<file path="src/hw/rtl/dhcpox_pkg.sv">
`timescale 1ns / 1ps

package dhcpox_pkg;

    localparam int CodeW = 8;
    localparam int AddrW = 32;
    localparam int FlagW = 4;
    localparam int CfgIdxW = 2;

    localparam logic [CodeW-1:0] CODE_PAD = 8'h00;
    localparam logic [CodeW-1:0] CODE_END = 8'hff;

    localparam logic [CodeW-1:0] TYPE_CODE_RST = 8'd53;
    localparam logic [CodeW-1:0] SERVER_CODE_RST = 8'd54;
    localparam logic [CodeW-1:0] MASK_CODE_RST = 8'd1;
    localparam logic [CodeW-1:0] ROUTER_CODE_RST = 8'd3;

    localparam logic [CfgIdxW-1:0] REG_TYPE_CODE = 2'd0;
    localparam logic [CfgIdxW-1:0] REG_SERVER_CODE = 2'd1;
    localparam logic [CfgIdxW-1:0] REG_MASK_CODE = 2'd2;
    localparam logic [CfgIdxW-1:0] REG_ROUTER_CODE = 2'd3;

    localparam int SLOT_TYPE = 0;
    localparam int SLOT_SERVER = 1;
    localparam int SLOT_MASK = 2;
    localparam int SLOT_ROUTER = 3;

    typedef enum logic [1:0] {
        PH_CODE,
        PH_LEN,
        PH_VALUE,
        PH_DONE
    } phase_t;

    typedef struct packed {
        logic [CodeW-1:0] opt_byte;
        logic             last_byte;
    } in_word_t;

    typedef struct packed {
        logic [CodeW-1:0] message_type;
        logic [AddrW-1:0] server_addr;
        logic [AddrW-1:0] subnet_mask;
        logic [AddrW-1:0] router_addr;
        logic [FlagW-1:0] found_flags;
        logic             status;
    } out_word_t;

    function automatic logic [AddrW-1:0] put_be(input logic [AddrW-1:0] acc,
                                                input logic [CodeW-1:0] b,
                                                input logic [1:0] idx);
        logic [AddrW-1:0] lane;
        lane = {{(AddrW-CodeW){1'b0}}, b} << (5'd24 - {idx, 3'b000});
        return acc | lane;
    endfunction

endpackage

</file>
<file path="src/hw/rtl/dhcp_option_extractor.sv">
`timescale 1ns / 1ps
// the result word is registered from the accepted last byte of a packet and is valid in the cycle after it
// throughput: one option byte per cycle, all parsing done in one combinational pass
// a last byte waits only while the previous result word is still held on m_data
// reset (aresetn low, synchronous): parse state cleared, option codes back to
// 53, 54, 1 and 3, result register empty
module dhcp_option_extractor
    import dhcpox_pkg::*;
(
    input  logic               aclk,
    input  logic               aresetn,
    input  logic               cfg_wr_en,
    input  logic [CfgIdxW-1:0] cfg_index,
    input  logic [CodeW-1:0]   cfg_wdata,
    input  logic               s_valid,
    output logic               s_ready,
    input  in_word_t           s_data,
    output logic               m_valid,
    input  logic               m_ready,
    output out_word_t          m_data
);

    logic [CodeW-1:0] type_code_reg, server_code_reg, mask_code_reg, router_code_reg;

    phase_t           phase_reg, phase_next;
    logic [CodeW-1:0] cur_code_reg, cur_code_next;
    logic [CodeW-1:0] bytes_left_reg, bytes_left_next;
    logic [2:0]       value_index_reg, value_index_next;
    logic [CodeW-1:0] type_value_reg, type_value_next;
    logic [AddrW-1:0] server_value_reg, server_value_next;
    logic [AddrW-1:0] mask_value_reg, mask_value_next;
    logic [AddrW-1:0] router_value_reg, router_value_next;
    logic [FlagW-1:0] found_mask_reg, found_mask_next;
    logic             end_seen_reg, end_seen_next;
    logic [FlagW-1:0] capture_reg, capture_next;

    logic             m_valid_reg;
    out_word_t        m_data_reg;

    logic             in_fire;
    logic             last_fire;
    logic [FlagW-1:0] hit;
    logic [CodeW-1:0] b;

    assign b = s_data.opt_byte;
    assign s_ready = !m_valid_reg || m_ready || !s_data.last_byte;
    assign in_fire = s_valid && s_ready;
    assign last_fire = in_fire && s_data.last_byte;
    assign m_valid = m_valid_reg;
    assign m_data = m_data_reg;

    always_comb begin
        hit[SLOT_TYPE] = (cur_code_reg == type_code_reg);
        hit[SLOT_SERVER] = (cur_code_reg == server_code_reg);
        hit[SLOT_MASK] = (cur_code_reg == mask_code_reg);
        hit[SLOT_ROUTER] = (cur_code_reg == router_code_reg);
    end

    always_comb begin
        phase_next = phase_reg;
        cur_code_next = cur_code_reg;
        bytes_left_next = bytes_left_reg;
        value_index_next = value_index_reg;
        type_value_next = type_value_reg;
        server_value_next = server_value_reg;
        mask_value_next = mask_value_reg;
        router_value_next = router_value_reg;
        found_mask_next = found_mask_reg;
        end_seen_next = end_seen_reg;
        capture_next = capture_reg;
        unique case (phase_reg)
            PH_CODE: begin
                if (b == CODE_END) begin
                    end_seen_next = 1'b1;
                    phase_next = PH_DONE;
                end else if (b != CODE_PAD) begin
                    cur_code_next = b;
                    phase_next = PH_LEN;
                end
            end
            PH_LEN: begin
                found_mask_next = found_mask_reg | (hit & ~found_mask_reg);
                bytes_left_next = b;
                value_index_next = 3'd0;
                if (b == '0) begin
                    capture_next = '0;
                    phase_next = PH_CODE;
                end else begin
                    capture_next = hit & ~found_mask_reg;
                    phase_next = PH_VALUE;
                end
            end
            PH_VALUE: begin
                if (!value_index_reg[2]) begin
                    if (capture_reg[SLOT_TYPE] && value_index_reg == 3'd0) begin
                        type_value_next = b;
                    end
                    if (capture_reg[SLOT_SERVER]) begin
                        server_value_next = put_be(server_value_reg, b, value_index_reg[1:0]);
                    end
                    if (capture_reg[SLOT_MASK]) begin
                        mask_value_next = put_be(mask_value_reg, b, value_index_reg[1:0]);
                    end
                    if (capture_reg[SLOT_ROUTER]) begin
                        router_value_next = put_be(router_value_reg, b, value_index_reg[1:0]);
                    end
                    value_index_next = value_index_reg + 3'd1;
                end
                bytes_left_next = bytes_left_reg - 8'd1;
                if (bytes_left_reg == 8'd1) begin
                    capture_next = '0;
                    phase_next = PH_CODE;
                end
            end
            PH_DONE: begin
            end
            default: begin
            end
        endcase
    end

    always_ff @(posedge aclk) begin
        if (!aresetn) begin
            type_code_reg <= TYPE_CODE_RST;
            server_code_reg <= SERVER_CODE_RST;
            mask_code_reg <= MASK_CODE_RST;
            router_code_reg <= ROUTER_CODE_RST;
        end else if (cfg_wr_en) begin
            unique case (cfg_index)
                REG_TYPE_CODE:   type_code_reg <= cfg_wdata;
                REG_SERVER_CODE: server_code_reg <= cfg_wdata;
                REG_MASK_CODE:   mask_code_reg <= cfg_wdata;
                REG_ROUTER_CODE: router_code_reg <= cfg_wdata;
                default: begin
                end
            endcase
        end
    end

    always_ff @(posedge aclk) begin
        if (!aresetn || last_fire) begin
            phase_reg <= PH_CODE;
            cur_code_reg <= '0;
            bytes_left_reg <= '0;
            value_index_reg <= '0;
            type_value_reg <= '0;
            server_value_reg <= '0;
            mask_value_reg <= '0;
            router_value_reg <= '0;
            found_mask_reg <= '0;
            end_seen_reg <= 1'b0;
            capture_reg <= '0;
        end else if (in_fire) begin
            phase_reg <= phase_next;
            cur_code_reg <= cur_code_next;
            bytes_left_reg <= bytes_left_next;
            value_index_reg <= value_index_next;
            type_value_reg <= type_value_next;
            server_value_reg <= server_value_next;
            mask_value_reg <= mask_value_next;
            router_value_reg <= router_value_next;
            found_mask_reg <= found_mask_next;
            end_seen_reg <= end_seen_next;
            capture_reg <= capture_next;
        end
    end

    // result word
    always_ff @(posedge aclk) begin
        if (!aresetn) begin
            m_valid_reg <= 1'b0;
        end else if (last_fire) begin
            m_valid_reg <= 1'b1;
        end else if (m_ready) begin
            m_valid_reg <= 1'b0;
        end
    end

    always_ff @(posedge aclk) begin
        if (last_fire) begin
            m_data_reg.message_type <= type_value_next;
            m_data_reg.server_addr <= server_value_next;
            m_data_reg.subnet_mask <= mask_value_next;
            m_data_reg.router_addr <= router_value_next;
            m_data_reg.found_flags <= found_mask_next;
            m_data_reg.status <= !end_seen_next;
        end
    end

    a_done_means_end : assert property (@(posedge aclk) disable iff (!aresetn)
        (phase_reg == PH_DONE) == end_seen_reg)
        else $error("end flag and done phase disagree");

    a_capture_in_value : assert property (@(posedge aclk) disable iff (!aresetn)
        (capture_reg != '0) |-> (phase_reg == PH_VALUE))
        else $error("capture active outside value phase");

    a_capture_found : assert property (@(posedge aclk) disable iff (!aresetn)
        (capture_reg & ~found_mask_reg) == '0)
        else $error("capturing a slot not marked found");

    a_index_sat : assert property (@(posedge aclk) disable iff (!aresetn)
        value_index_reg <= 3'd4)
        else $error("value index past saturation");

    a_last_gives_word : assert property (@(posedge aclk) disable iff (!aresetn)
        last_fire |=> (m_valid_reg && phase_reg == PH_CODE && found_mask_reg == '0))
        else $error("last byte did not produce a word and clear state");

endmodule
</file>
<file path="config.mk">
export PLATFORM = sky130hd
export DESIGN_NAME = dhcp_option_extractor
export DESIGN_NICKNAME = d
export VERILOG_FILES = /design/src/hw/rtl/dhcpox_pkg.sv /design/src/hw/rtl/dhcp_option_extractor.sv
export SDC_FILE = /design/constraint.sdc
export NUM_CORES = 1
export LEC_CHECK = 0
export BUFFER_PORTS_ARGS = -buffer_cell sky130_fd_sc_hd__buf_2
export CORE_MARGIN = 1.5
export CORE_UTILIZATION = 41
export CTS_CLUSTER_DIAMETER = 150
export DETAILED_ROUTE_END_ITERATION = 7
export PLACE_DENSITY = 0.65
export SLEW_MARGIN = 0
export SYNTH_ARGS = -nofsm -noshare
export SYNTH_HDL_FRONTEND = slang
export SYNTH_SLANG_ARGS = --single-unit
</file>
<file path="constraint.sdc">
create_clock -name aclk -period 6.8 [get_ports aclk]
set_input_delay 1.36 -clock aclk [delete_from_list [all_inputs] [get_ports aclk]]
set_output_delay 1.36 -clock aclk [all_outputs]
set_load 0.005 [all_outputs]
</file>
==> run_summary.xml, run 1 <==
<?xml version="1.0" encoding="UTF-8"?>
<metrics>
  <group name="timing">
    <metric name="max_freq" unit="MHz">278</metric>
    <metric name="timing_worst_slew_pin_value" unit="ns">1.01</metric>
    <metric name="final.min_clock_period" unit="ns">3.60</metric>
    <metric name="post-route-worst-setup-slack" unit="ns">3.20</metric>
    <metric name="finalSetupViolCount" unit="">0</metric>
    <metric name="timing_hold_violations_final" unit="">0</metric>
    <metric name="finalHoldWorstSlack" unit="ns">0.456</metric>
    <metric name="setup-tns-final" unit="ns">0</metric>
    <metric name="rsz0062_at_grt" unit="">false</metric>
    <metric name="maxSlewViolCount" unit="">0</metric>
    <metric name="min_period_over_period" unit="">0.530</metric>
    <metric name="final.setup_skew" unit="ns">0.0131</metric>
    <metric name="slew_headroom" unit="">0.327</metric>
  </group>
  <group name="cts">
    <metric name="worst_skew_pair.late_latency" unit="ns">0.55</metric>
    <metric name="tritoncts.num_buffers" unit="">29</metric>
    <metric name="cts.repair.resized" unit="">0</metric>
    <metric name="clkSinkCount" unit="">276</metric>
    <metric name="clk_path_buf_depth" unit="">3</metric>
    <metric name="clock_tree.root_cell" unit="">clkbuf_16</metric>
    <metric name="cts.clk_slew.worst_paths" unit="ns">0.06</metric>
    <metric name="postCtsSetupRepairBufs" unit="">0</metric>
    <metric name="cts_tree" unit="">done</metric>
    <metric name="postCtsHoldBufs" unit="">0</metric>
    <metric name="h_tree_depth" unit="">1</metric>
  </group>
  <group name="floorplanning">
    <metric name="design.core.area" unit="um^2">26100</metric>
    <metric name="num_io_pins" unit="">135</metric>
    <metric name="row_count" unit="">59</metric>
    <metric name="initial_utilization" unit="">0.417</metric>
    <metric name="die_x" unit="um">166</metric>
    <metric name="dieArea" unit="um^2">27500</metric>
    <metric name="die_h" unit="um">166</metric>
  </group>
  <group name="pwr">
    <metric name="p_leak" unit="nW">4.84</metric>
    <metric name="seq_power_share" unit="">0.512</metric>
    <metric name="p_sw" unit="uW">788</metric>
    <metric name="powerDensity" unit="nW/um^2">273</metric>
    <metric name="combinational_group_share_of_total_power" unit="">0.051</metric>
    <metric name="p_int" unit="mW">2.68</metric>
    <metric name="power.share.switching" unit="">0.227</metric>
    <metric name="power.clock.fraction" unit="">0.437</metric>
    <metric name="vdd_ir_drop_max" unit="uV">169</metric>
  </group>
  <group name="place">
    <metric name="placedInstanceArea" unit="um^2">11800</metric>
    <metric name="pre_cts_ws" unit="ns">3.19</metric>
    <metric name="hpwl" unit="um">15700</metric>
    <metric name="portBuffers" unit="">134</metric>
    <metric name="place.gp.congestion" unit="">0.799</metric>
  </group>
  <group name="grt">
    <metric name="groute.usage.overall" unit="">0.188</metric>
    <metric name="grt_start_max_net_pins" unit="">77</metric>
    <metric name="grt_pass1_wl" unit="um">41800</metric>
    <metric name="antenna_found_initial" unit="">0</metric>
    <metric name="grt_remaining_overflow" unit="">0</metric>
    <metric name="first_global_vias" unit="">7571</metric>
  </group>
  <group name="cells_and_area">
    <metric name="largest_reg_flops" unit="">109</metric>
    <metric name="finish.utilization" unit="">0.487</metric>
    <metric name="finish.instance_area" unit="um^2">12700</metric>
    <metric name="antenna-diode-count" unit="">0</metric>
    <metric name="drive_gt1_frac" unit="">0.200</metric>
    <metric name="nFillCells" unit="">2393</metric>
    <metric name="area.growth.synth_to_final" unit="%">16.9</metric>
    <metric name="final_net_count" unit="">1141</metric>
  </group>
  <group name="worst_hold_path">
    <metric name="min_path_type" unit="">reg2reg</metric>
  </group>
  <group name="drt">
    <metric name="routed_wl" unit="um">26300</metric>
    <metric name="first_pass_iters" unit="">5</metric>
    <metric name="drt.antenna.violating_nets" unit="">0</metric>
    <metric name="wire_per_inst" unit="um">17.9</metric>
    <metric name="detailroute.via_count" unit="">7950</metric>
    <metric name="remaining_drc_errors" unit="">0</metric>
    <metric name="drt-vias-per-instance" unit="">5.42</metric>
    <metric name="drt-initial-drc-count" unit="">591</metric>
  </group>
  <group name="outcome">
    <metric name="run_status" unit="">finished, final reports clean</metric>
  </group>
  <group name="yosys">
    <metric name="synth_nets" unit="">1045</metric>
    <metric name="postSynthRegisterBits" unit="">276</metric>
    <metric name="synth.distinct_cells" unit="">54</metric>
    <metric name="netlist_instances" unit="">1013</metric>
    <metric name="synth-edff-count" unit="">109</metric>
    <metric name="post_synthesis_instance_area" unit="um^2">10900</metric>
    <metric name="synth_sequential_area_ratio" unit="">0.609</metric>
    <metric name="postSynth.asyncResetShare" unit="">0</metric>
    <metric name="syn_area_per_cell" unit="um^2">10.7</metric>
    <metric name="yosysWarnings" unit="">0</metric>
    <metric name="dominantRegCellSynth" unit="">dfxtp_1</metric>
  </group>
  <group name="critical_path">
    <metric name="rr_worst_depth" unit="">8</metric>
    <metric name="cp_peak_stage_delay" unit="ns">0.51</metric>
    <metric name="critical_path.endpoint_type" unit="">primary output</metric>
    <metric name="regToRegStartpoint" unit="">phase_reg[0]</metric>
    <metric name="critical-path-top-cell-by-count" unit="">buf_2</metric>
    <metric name="crit_start" unit="">m_ready</metric>
    <metric name="worst-path-buf-inv" unit="">3</metric>
    <metric name="timing.critical_path.arrival" unit="ns">2.24</metric>
    <metric name="worstPathMaxFanout" unit="">8</metric>
    <metric name="timing.setup.critical_path_class" unit="">in2out</metric>
    <metric name="worst_path_dominant_cell_family" unit="">simple AND/OR/NAND/NOR gates</metric>
    <metric name="crit_chain" unit="">buf_2 -&gt; and3b_1 -&gt; inv_2 -&gt; buf_2</metric>
    <metric name="path_depth" unit="">4</metric>
    <metric name="startpoint_type_of_the_worst_setup_path" unit="">input port</metric>
    <metric name="slowest_stage" unit="">and3b_1</metric>
    <metric name="worst_endpoint_required_time" unit="ns">5.44</metric>
    <metric name="timing.critical_path.to" unit="">s_ready</metric>
    <metric name="regToRegEndpoint" unit="">server_value_reg[18]</metric>
    <metric name="reg2reg_slack" unit="ns">4.22</metric>
  </group>
  <group name="flow_run">
    <metric name="maximum_capacitance_violations" unit="">0</metric>
  </group>
</metrics>
worst register-to-register path: stages (launching register included):
cell and delay, ns:
dfxtp_1 0.34, inv_1 0.09, ha_1 0.70, nand3b_1 0.15, buf_4 0.32, nor3_4 0.21, buf_4 0.40, a31oi_1 0.16
nor2_1 0.13
kinds of logic (layout without fill, tap and decap cells):
group,Yosys count,after routing,share of synthesized area
flops,276,276,0.609
buf+inv,97,216,0.0347
simple gates,292,292,0.116
mux,26,26,0.0249
compound gates,282,282,0.180
fa+ha+maj,8,8,0.00921
xor+xnor,32,32,0.0258
power by group through the flow:
| stage | sequential (mW) | combinational [mW] | clock (mW) |
|---|---|---|---|
| 3_3_place_gp | 1.81 | 0.174 | 0 |
| 5_1_grt | 1.78 | 0.194 | 1.61 |
| 4_1_cts | 1.78 | 0.177 | 1.54 |
| 2_1_floorplan | 1.81 | 0.111 | 0 |
| 3_5_place_dp | 1.81 | 0.177 | 0 |
| 6_report | 1.77 | 0.177 | 1.51 |
stage by stage:
| step | std cells | power [mW] |
|---|---|---|
| floorplan | 1013 | 1.92 |
| global placement | 1413 | 1.98 |
| detailed placement | 1413 | 1.99 |
| CTS | 1467 | 3.50 |
| global route | 1467 | 3.58 |
| finish | 1467 | 3.47 |
worst min-delay path by stage:
stage / startpoint / to / slack (ns) / depth (start not counted)
floorplan: mask_value_reg[0] / mask_value_reg[0] / 0.43 / 2
global placement: mask_value_reg[24] / mask_value_reg[24] / 0.44 / 2
detailed placement: server_value_reg[0] / server_value_reg[0] / 0.45 / 2
CTS: server_value_reg[0] / server_value_reg[0] / 0.46 / 2
global route: server_value_reg[28] / server_value_reg[28] / 0.48 / 2
finish: server_value_reg[0] / server_value_reg[0] / 0.46 / 2
metal layers:
layer  vias to the layer above  track usage  wire length (um)
li1                       3848            -                 -
met1                      3798        0.256             11900
met2                       261        0.312             12500
met3                        43       0.0281              1380
met4                         0       0.0556               582
met5                         -            0                 0
cells in the mapped netlist (all sizes together) (3+ instances only):
cell type  instances  area [um^2]
nor3              15          101
ha                 8          100
dfxtp            167         3340
nor2             137          514
clkbuf            70          263
a31oi             98          613
a21oi             36          180
nand3              6         30.0
inv               12         45.1
o211a              4         40.0
a31o               5         43.8
o21ai             22          110
mux2               8         90.1
o311ai             4         35.0
edfxtp           109         3270
nand2             97          367
nor2b              6         37.5
nand3b             4         30.0
o41ai              5         73.8
xor2              32          280
nor4              12         75.1
mux2i             18          180
and3               3         20.0
buf               14         65.1
o21bai            96          721
cell type report:
class,count,area (um^2),area share
clock buffers,44,812,0.0640
clock inverters,10,101,0.00798
inverters,13,48.8,0.00384
multi-input cells,640,3910,0.308
flip-flops and latches,276,6620,0.521
well taps,335,419,0.0330
repair buffers,149,783,0.0617
cell usage in the layout, fill, tap and decap left out, types with 3 or more instances in the layout:
master,synthesis,final
nor2_2,0,4
a31oi_1,98,98
buf_2,7,134
edfxtp_1,109,109
nand3b_1,4,4
o21bai_1,96,96
clkbuf_16,0,29
clkbuf_1,70,12
xor2_1,32,32
o21ai_0,22,22
o211a_1,4,4
o41ai_2,4,4
nor3_4,1,3
o311ai_0,4,4
a31o_2,5,4
inv_1,10,10
nand3_1,6,6
buf_4,1,15
mux2_2,8,8
nor4_1,12,12
nor2b_1,6,5
mux2i_1,18,18
a21oi_1,36,36
ha_1,8,8
clkinv_2,0,3
dfxtp_1,167,167
nor3_1,11,10
nand2_1,96,96
nor2_1,137,133
clkbuf_8,0,3
Power figures use the tool's default switching activity.
==> run 2, diff against run 1 <==
==> constraint.sdc (replaced) <==
create_clock -name aclk -period 3.2 [get_ports aclk]
set_input_delay 0.64 -clock aclk [delete_from_list [all_inputs] [get_ports aclk]]
set_output_delay 0.64 -clock aclk [all_outputs]
set_load 0.005 [all_outputs]
==> run 2 against run 1 <==
Against the previous run: combinational power is 120% higher; first-iteration DRC count is 9.5% higher; utilization is 0.12 points higher; clock skew is 0.0019 ns higher; critical path depth is 2 higher; hold slack worse by 0.092 ns; clock-buffer cell count stayed put; sequential power is 110% higher; die area stayed put; power is 110% higher; wire length is 0.81% higher; critical endpoint is now capture_reg[1].
==> run_summary.xml, run 2 (synthesis gave the netlist of run 1 again) <==
<?xml version="1.0" encoding="UTF-8"?>
<metrics>
  <group name="outcome">
    <metric name="run_status" unit="">finished, final reports clean</metric>
  </group>
  <group name="critical_path">
    <metric name="startpoint_type_of_the_worst_setup_path" unit="">register</metric>
    <metric name="crit_chain" unit="">inv_1 -&gt; ha_1 -&gt; clkinv_1 -&gt; a41oi_4 -&gt; or3_4 -&gt; o41ai_2</metric>
    <metric name="slowest_stage" unit="">ha_1</metric>
    <metric name="worst_endpoint_required_time" unit="ns">3.59</metric>
    <metric name="cp_peak_stage_delay" unit="ns">0.67</metric>
    <metric name="worstPathMaxFanout" unit="">23</metric>
    <metric name="path_depth" unit="">6</metric>
    <metric name="worst-path-buf-inv" unit="">2</metric>
    <metric name="timing.critical_path.arrival" unit="ns">2.88</metric>
    <metric name="worst_path_dominant_cell_family" unit="">adder cells</metric>
    <metric name="reg2reg_slack" unit="ns">0.71</metric>
    <metric name="critical_path.endpoint_type" unit="">register</metric>
    <metric name="rr_worst_depth" unit="">6</metric>
    <metric name="timing.setup.critical_path_class" unit="">reg2reg</metric>
  </group>
  <group name="pwr">
    <metric name="powerDensity" unit="nW/um^2">572</metric>
    <metric name="vdd_ir_drop_max" unit="uV">361</metric>
    <metric name="post-layout-total-power" unit="mW">7.27</metric>
    <metric name="p_leak" unit="nW">4.85</metric>
  </group>
  <group name="cts">
    <metric name="clkSinkCount" unit="">276</metric>
    <metric name="cts.repair.resized" unit="">0</metric>
    <metric name="worst_skew_pair.late_latency" unit="ns">0.53</metric>
    <metric name="h_tree_depth" unit="">1</metric>
    <metric name="cts_tree" unit="">done</metric>
    <metric name="clk_path_buf_depth" unit="">3</metric>
    <metric name="clock_tree.root_cell" unit="">clkbuf_16</metric>
    <metric name="postCtsHoldBufs" unit="">0</metric>
    <metric name="tritoncts.num_buffers" unit="">28</metric>
    <metric name="postCtsSetupRepairBufs" unit="">0</metric>
    <metric name="cts.clk_slew.worst_paths" unit="ns">0.06</metric>
  </group>
  <group name="drt">
    <metric name="detailroute.via_count" unit="">7991</metric>
    <metric name="remaining_drc_errors" unit="">0</metric>
    <metric name="drt.antenna.violating_nets" unit="">0</metric>
    <metric name="drt-vias-per-instance" unit="">5.44</metric>
    <metric name="drt-initial-drc-count" unit="">647</metric>
    <metric name="wire_per_inst" unit="um">18.0</metric>
    <metric name="routed_wl" unit="um">26500</metric>
    <metric name="first_pass_iters" unit="">5</metric>
  </group>
  <group name="grt">
    <metric name="grt_pass1_wl" unit="um">42200</metric>
    <metric name="grt_start_max_net_pins" unit="">110</metric>
    <metric name="grt_remaining_overflow" unit="">0</metric>
    <metric name="antenna_found_initial" unit="">0</metric>
    <metric name="first_global_vias" unit="">7566</metric>
    <metric name="groute.usage.overall" unit="">0.189</metric>
  </group>
  <group name="timing">
    <metric name="slew_headroom" unit="">0.477</metric>
    <metric name="min_period_over_period" unit="">0.778</metric>
    <metric name="finalSetupViolCount" unit="">0</metric>
    <metric name="max_freq" unit="MHz">402</metric>
    <metric name="timing_hold_violations_final" unit="">0</metric>
    <metric name="final.setup_skew" unit="ns">0.0150</metric>
    <metric name="setup-tns-final" unit="ns">0</metric>
    <metric name="maxSlewViolCount" unit="">0</metric>
    <metric name="timing_worst_slew_pin_value" unit="ns">0.784</metric>
    <metric name="rsz0062_at_grt" unit="">false</metric>
    <metric name="post-route-worst-setup-slack" unit="ns">0.712</metric>
    <metric name="finalHoldWorstSlack" unit="ns">0.364</metric>
    <metric name="final.min_clock_period" unit="ns">2.49</metric>
  </group>
  <group name="cells_and_area">
    <metric name="final_net_count" unit="">1144</metric>
    <metric name="area.growth.synth_to_final" unit="%">17.1</metric>
    <metric name="antenna-diode-count" unit="">0</metric>
    <metric name="mostFrequentLayoutCell" unit="">dfxtp_1</metric>
    <metric name="finish.instance_area" unit="um^2">12700</metric>
    <metric name="largest_reg_flops" unit="">109</metric>
    <metric name="drive_gt1_frac" unit="">0.201</metric>
    <metric name="nFillCells" unit="">2390</metric>
    <metric name="final_cell_mix" unit="">167 x dfxtp_1, 134 x buf_2, 133 x nor2_1, 109 x edfxtp_1, 98 x a31oi_1</metric>
  </group>
  <group name="flow_run">
    <metric name="maximum_capacitance_violations" unit="">0</metric>
  </group>
  <group name="floorplanning">
    <metric name="die_x" unit="um">166</metric>
    <metric name="design.core.area" unit="um^2">26100</metric>
    <metric name="die_h" unit="um">166</metric>
    <metric name="row_count" unit="">59</metric>
    <metric name="dieArea" unit="um^2">27500</metric>
    <metric name="num_io_pins" unit="">135</metric>
    <metric name="initial_utilization" unit="">0.417</metric>
  </group>
  <group name="place">
    <metric name="place.gp.congestion" unit="">0.800</metric>
    <metric name="placedInstanceArea" unit="um^2">11800</metric>
    <metric name="hpwl" unit="um">16500</metric>
    <metric name="portBuffers" unit="">134</metric>
    <metric name="pre_cts_ws" unit="ns">0.730</metric>
  </group>
  <group name="worst_hold_path">
    <metric name="hold-path-cell-count" unit="">3</metric>
    <metric name="min_path_type" unit="">in2reg</metric>
  </group>
</metrics>
## run 2: final timing paths
path | startpoint | endpoint
worst min-delay path | cfg_wdata[0] | mask_code_reg[0]
worst max register to register | phase_reg[0] | capture_reg[1]
worst min register to register | mask_value_reg[29] | mask_value_reg[29]
worst max-delay path | phase_reg[0] | capture_reg[1]
## run 2: worst register-to-register path: cells and delay by family (launching register included)
| family | cells | cell delay, ns |
|---|---|---|
| simple gates | 1 | 0.24 |
| compound gates | 2 | 0.50 |
| fa+ha+maj | 1 | 0.67 |
| buf+inv | 2 | 0.60 |
| flops | 1 | 0.34 |
## run 2: final cells by class
type | instances | area, um^2 | share of cell area
sequential | 276 | 6620 | 0.520
multi-input combinational | 640 | 3910 | 0.308
clock buffer | 44 | 845 | 0.0664
timing repair buffer | 153 | 838 | 0.0659
tap | 335 | 419 | 0.0329
inverter | 13 | 48.8 | 0.00383
clock inverter | 8 | 43.8 | 0.00344
## run 2: power breakdown
group	leakage, nW	internal (mW)	total, mW	switching (mW)
registers	2.40	3.73	3.77	0.0448
logic	2.01	0.127	0.384	0.258
clock network	0.432	1.81	3.12	1.31
total	4.85	5.66	7.27	1.61
## run 2: per-stage QoR
step	utilization	std cells
finish	0.488	1469
detailed placement	0.454	1417
CTS	0.488	1469
floorplan	-	1013
global route	0.488	1469
global placement	0.454	1417
## run 2: layer usage
layer | track usage | vias to the layer above | share of wire
li1 | - | 3848 | -
met1 | 0.261 | 3850 | 0.45
met2 | 0.305 | 253 | 0.46
met3 | 0.0286 | 40 | 0.060
met4 | 0.0631 | 0 | 0.029
met5 | 0 | - | 0
==> run 3, diff against run 2 <==
==> constraint.sdc (replaced) <==
create_clock -name aclk -period 2.2 [get_ports aclk]
set_input_delay 0.44 -clock aclk [delete_from_list [all_inputs] [get_ports aclk]]
set_output_delay 0.44 -clock aclk [all_outputs]
set_load 0.005 [all_outputs]
==> run 3 against run 2 <==
Against the previous run: hold slack got worse by 0.19 ns; clock skew barely moved; fmax rose by 23%; non-clock buffer count rose by 26; combinational power rose by 53%; final cell count rose by 1.9%.
==> run_summary.xml, run 3 (synthesis gave the netlist of run 1 again) <==
<?xml version="1.0" encoding="UTF-8"?>
<metrics>
  <group name="outcome">
    <metric name="run_status" unit="">finished, final reports clean</metric>
  </group>
  <group name="drt">
    <metric name="first_pass_iters" unit="">5</metric>
    <metric name="drt-initial-drc-count" unit="">541</metric>
    <metric name="routed_wl" unit="um">26700</metric>
    <metric name="drt-vias-per-instance" unit="">5.42</metric>
    <metric name="remaining_drc_errors" unit="">0</metric>
    <metric name="detailroute.via_count" unit="">8121</metric>
    <metric name="wire_per_inst" unit="um">17.8</metric>
    <metric name="drt.antenna.violating_nets" unit="">0</metric>
  </group>
  <group name="cts">
    <metric name="postCtsSetupRepairBufs" unit="">0</metric>
    <metric name="h_tree_depth" unit="">1</metric>
    <metric name="cts.repair.resized" unit="">0</metric>
    <metric name="clock_tree.root_cell" unit="">clkbuf_16</metric>
    <metric name="clk_path_buf_depth" unit="">3</metric>
    <metric name="cts_tree" unit="">done</metric>
    <metric name="postCtsHoldBufs" unit="">0</metric>
    <metric name="tritoncts.num_buffers" unit="">29</metric>
    <metric name="cts.clk_slew.worst_paths" unit="ns">0.06</metric>
    <metric name="clkSinkCount" unit="">276</metric>
    <metric name="worst_skew_pair.late_latency" unit="ns">0.55</metric>
  </group>
  <group name="timing">
    <metric name="setup-tns-final" unit="ns">0</metric>
    <metric name="slew_headroom" unit="">0.565</metric>
    <metric name="timing_hold_violations_final" unit="">0</metric>
    <metric name="final.min_clock_period" unit="ns">2.02</metric>
    <metric name="finalSetupViolCount" unit="">0</metric>
    <metric name="rsz0062_at_grt" unit="">false</metric>
    <metric name="finalHoldWorstSlack" unit="ns">0.169</metric>
    <metric name="min_period_over_period" unit="">0.917</metric>
    <metric name="max_freq" unit="MHz">495</metric>
    <metric name="final.setup_skew" unit="ns">0.0152</metric>
    <metric name="maxSlewViolCount" unit="">0</metric>
    <metric name="timing_worst_slew_pin_value" unit="ns">0.646</metric>
  </group>
  <group name="floorplanning">
    <metric name="design.core.area" unit="um^2">26100</metric>
    <metric name="die_x" unit="um">166</metric>
    <metric name="row_count" unit="">59</metric>
    <metric name="die_h" unit="um">166</metric>
    <metric name="dieArea" unit="um^2">27500</metric>
    <metric name="initial_utilization" unit="">0.417</metric>
    <metric name="num_io_pins" unit="">135</metric>
  </group>
  <group name="critical_path">
    <metric name="timing.critical_path.arrival" unit="ns">2.50</metric>
    <metric name="worst_endpoint_required_time" unit="ns">2.68</metric>
    <metric name="startpoint_type_of_the_worst_setup_path" unit="">register</metric>
    <metric name="worstPathMaxFanout" unit="">18</metric>
    <metric name="timing.setup.critical_path_class" unit="">reg2reg</metric>
    <metric name="critical_path.endpoint_type" unit="">register</metric>
    <metric name="crit_start" unit="">phase_reg[0]</metric>
    <metric name="regToRegStartpoint" unit="">phase_reg[0]</metric>
  </group>
  <group name="cells_and_area">
    <metric name="mostFrequentLayoutCell" unit="">dfxtp_1</metric>
    <metric name="final_cell_mix" unit="">167 x dfxtp_1, 134 x buf_2, 133 x nor2_1, 109 x edfxtp_1, 98 x a31oi_1</metric>
    <metric name="largest_reg_flops" unit="">109</metric>
    <metric name="final_net_count" unit="">1171</metric>
    <metric name="antenna-diode-count" unit="">0</metric>
    <metric name="area.growth.synth_to_final" unit="%">20.3</metric>
    <metric name="finish.utilization" unit="">0.502</metric>
    <metric name="drive_gt1_frac" unit="">0.225</metric>
    <metric name="fin_cells" unit="">1497</metric>
  </group>
  <group name="pwr">
    <metric name="p_leak" unit="nW">5.04</metric>
    <metric name="powerDensity" unit="nW/um^2">835</metric>
    <metric name="p_sw" unit="mW">2.40</metric>
    <metric name="p_int" unit="mW">8.51</metric>
    <metric name="combinational_group_share_of_total_power" unit="">0.054</metric>
    <metric name="vdd_ir_drop_max" unit="uV">523</metric>
    <metric name="power.share.switching" unit="">0.220</metric>
    <metric name="power.clock.fraction" unit="">0.443</metric>
    <metric name="post-layout-total-power" unit="mW">10.9</metric>
    <metric name="seq_power_share" unit="">0.503</metric>
  </group>
  <group name="flow_run">
    <metric name="maximum_capacitance_violations" unit="">0</metric>
  </group>
  <group name="grt">
    <metric name="grt_start_max_net_pins" unit="">123</metric>
    <metric name="grt_pass1_wl" unit="um">43000</metric>
    <metric name="groute.usage.overall" unit="">0.191</metric>
    <metric name="first_global_vias" unit="">7839</metric>
    <metric name="grt_remaining_overflow" unit="">0</metric>
    <metric name="antenna_found_initial" unit="">0</metric>
  </group>
  <group name="place">
    <metric name="portBuffers" unit="">134</metric>
    <metric name="hpwl" unit="um">17200</metric>
    <metric name="place.gp.congestion" unit="">0.818</metric>
    <metric name="total_placed_cells_including_tap_cells" unit="">1443</metric>
  </group>
  <group name="worst_hold_path">
    <metric name="min_path_type" unit="">in2reg</metric>
    <metric name="worst_hold_startpoint" unit="">cfg_wdata[4]</metric>
  </group>
</metrics>
-- run 3: changes by cell type in the layout (fill, tap and decap cells not counted), sizes merged --
cell,previous run,this run
buf,153,179
clkinv,8,6
inv,12,14
bufinv,0,2
-- run 3: worst paths after layout --
kind	end	slack, ns	cells past startpoint
worst min-delay path	server_code_reg[4]	0.17	3
worst min register to register	mask_value_reg[15]	0.46	2
worst max-delay path	mask_value_reg[20]	0.18	7
worst max register to register	mask_value_reg[20]	0.18	7
-- run 3: power groups by stage --
stage | Sequential (mW) | Combinational [mW] | Clock [mW]
after floorplan | 5.58 | 0.349 | 0
after global placement | 5.59 | 0.583 | 0
after detailed placement | 5.59 | 0.590 | 0
after CTS | 5.48 | 0.594 | 4.92
after global routing | 5.49 | 0.650 | 5.13
final | 5.48 | 0.589 | 4.83
-- run 3: area by class of cell --
cell class	instances	area [um^2]
Sequential cell	276	6620
Clock inverter	10	119
Clock buffer	44	842
Fill cell	2309	13000
Multi-Input combinational cell	640	3930
Timing Repair Buffer	179	1100
Inverter	13	48.8
Tap cell	335	419
-- run 3: routing by layer --
| metal | up-vias | share of wire | track usage |
|---|---|---|---|
| li1 | 3912 | - | - |
| met1 | 3894 | 0.44 | 0.255 |
| met2 | 262 | 0.47 | 0.319 |
| met3 | 53 | 0.059 | 0.0331 |
| met4 | 0 | 0.026 | 0.0572 |
| met5 | - | 0 | 0 |
-- run 3: metrics by stage --
stage	setup WS [ns]	cell area, um^2
2_1_floorplan	-0.436	10900
4_1_cts	0.198	13100
6_report	0.182	13100
5_1_grt	0.0291	13100
3_3_place_gp	0.294	12100
3_5_place_dp	0.206	12100
-- run 3: worst max-delay path, stage by stage, from the launching register on --
cell	delay (ns)
dfxtp_1	0.35
inv_1	0.09
ha_1	0.41
nand3b_1	0.33
nor3_4	0.26
buf_4	0.29
a31oi_1	0.12
nor2_1	0.11
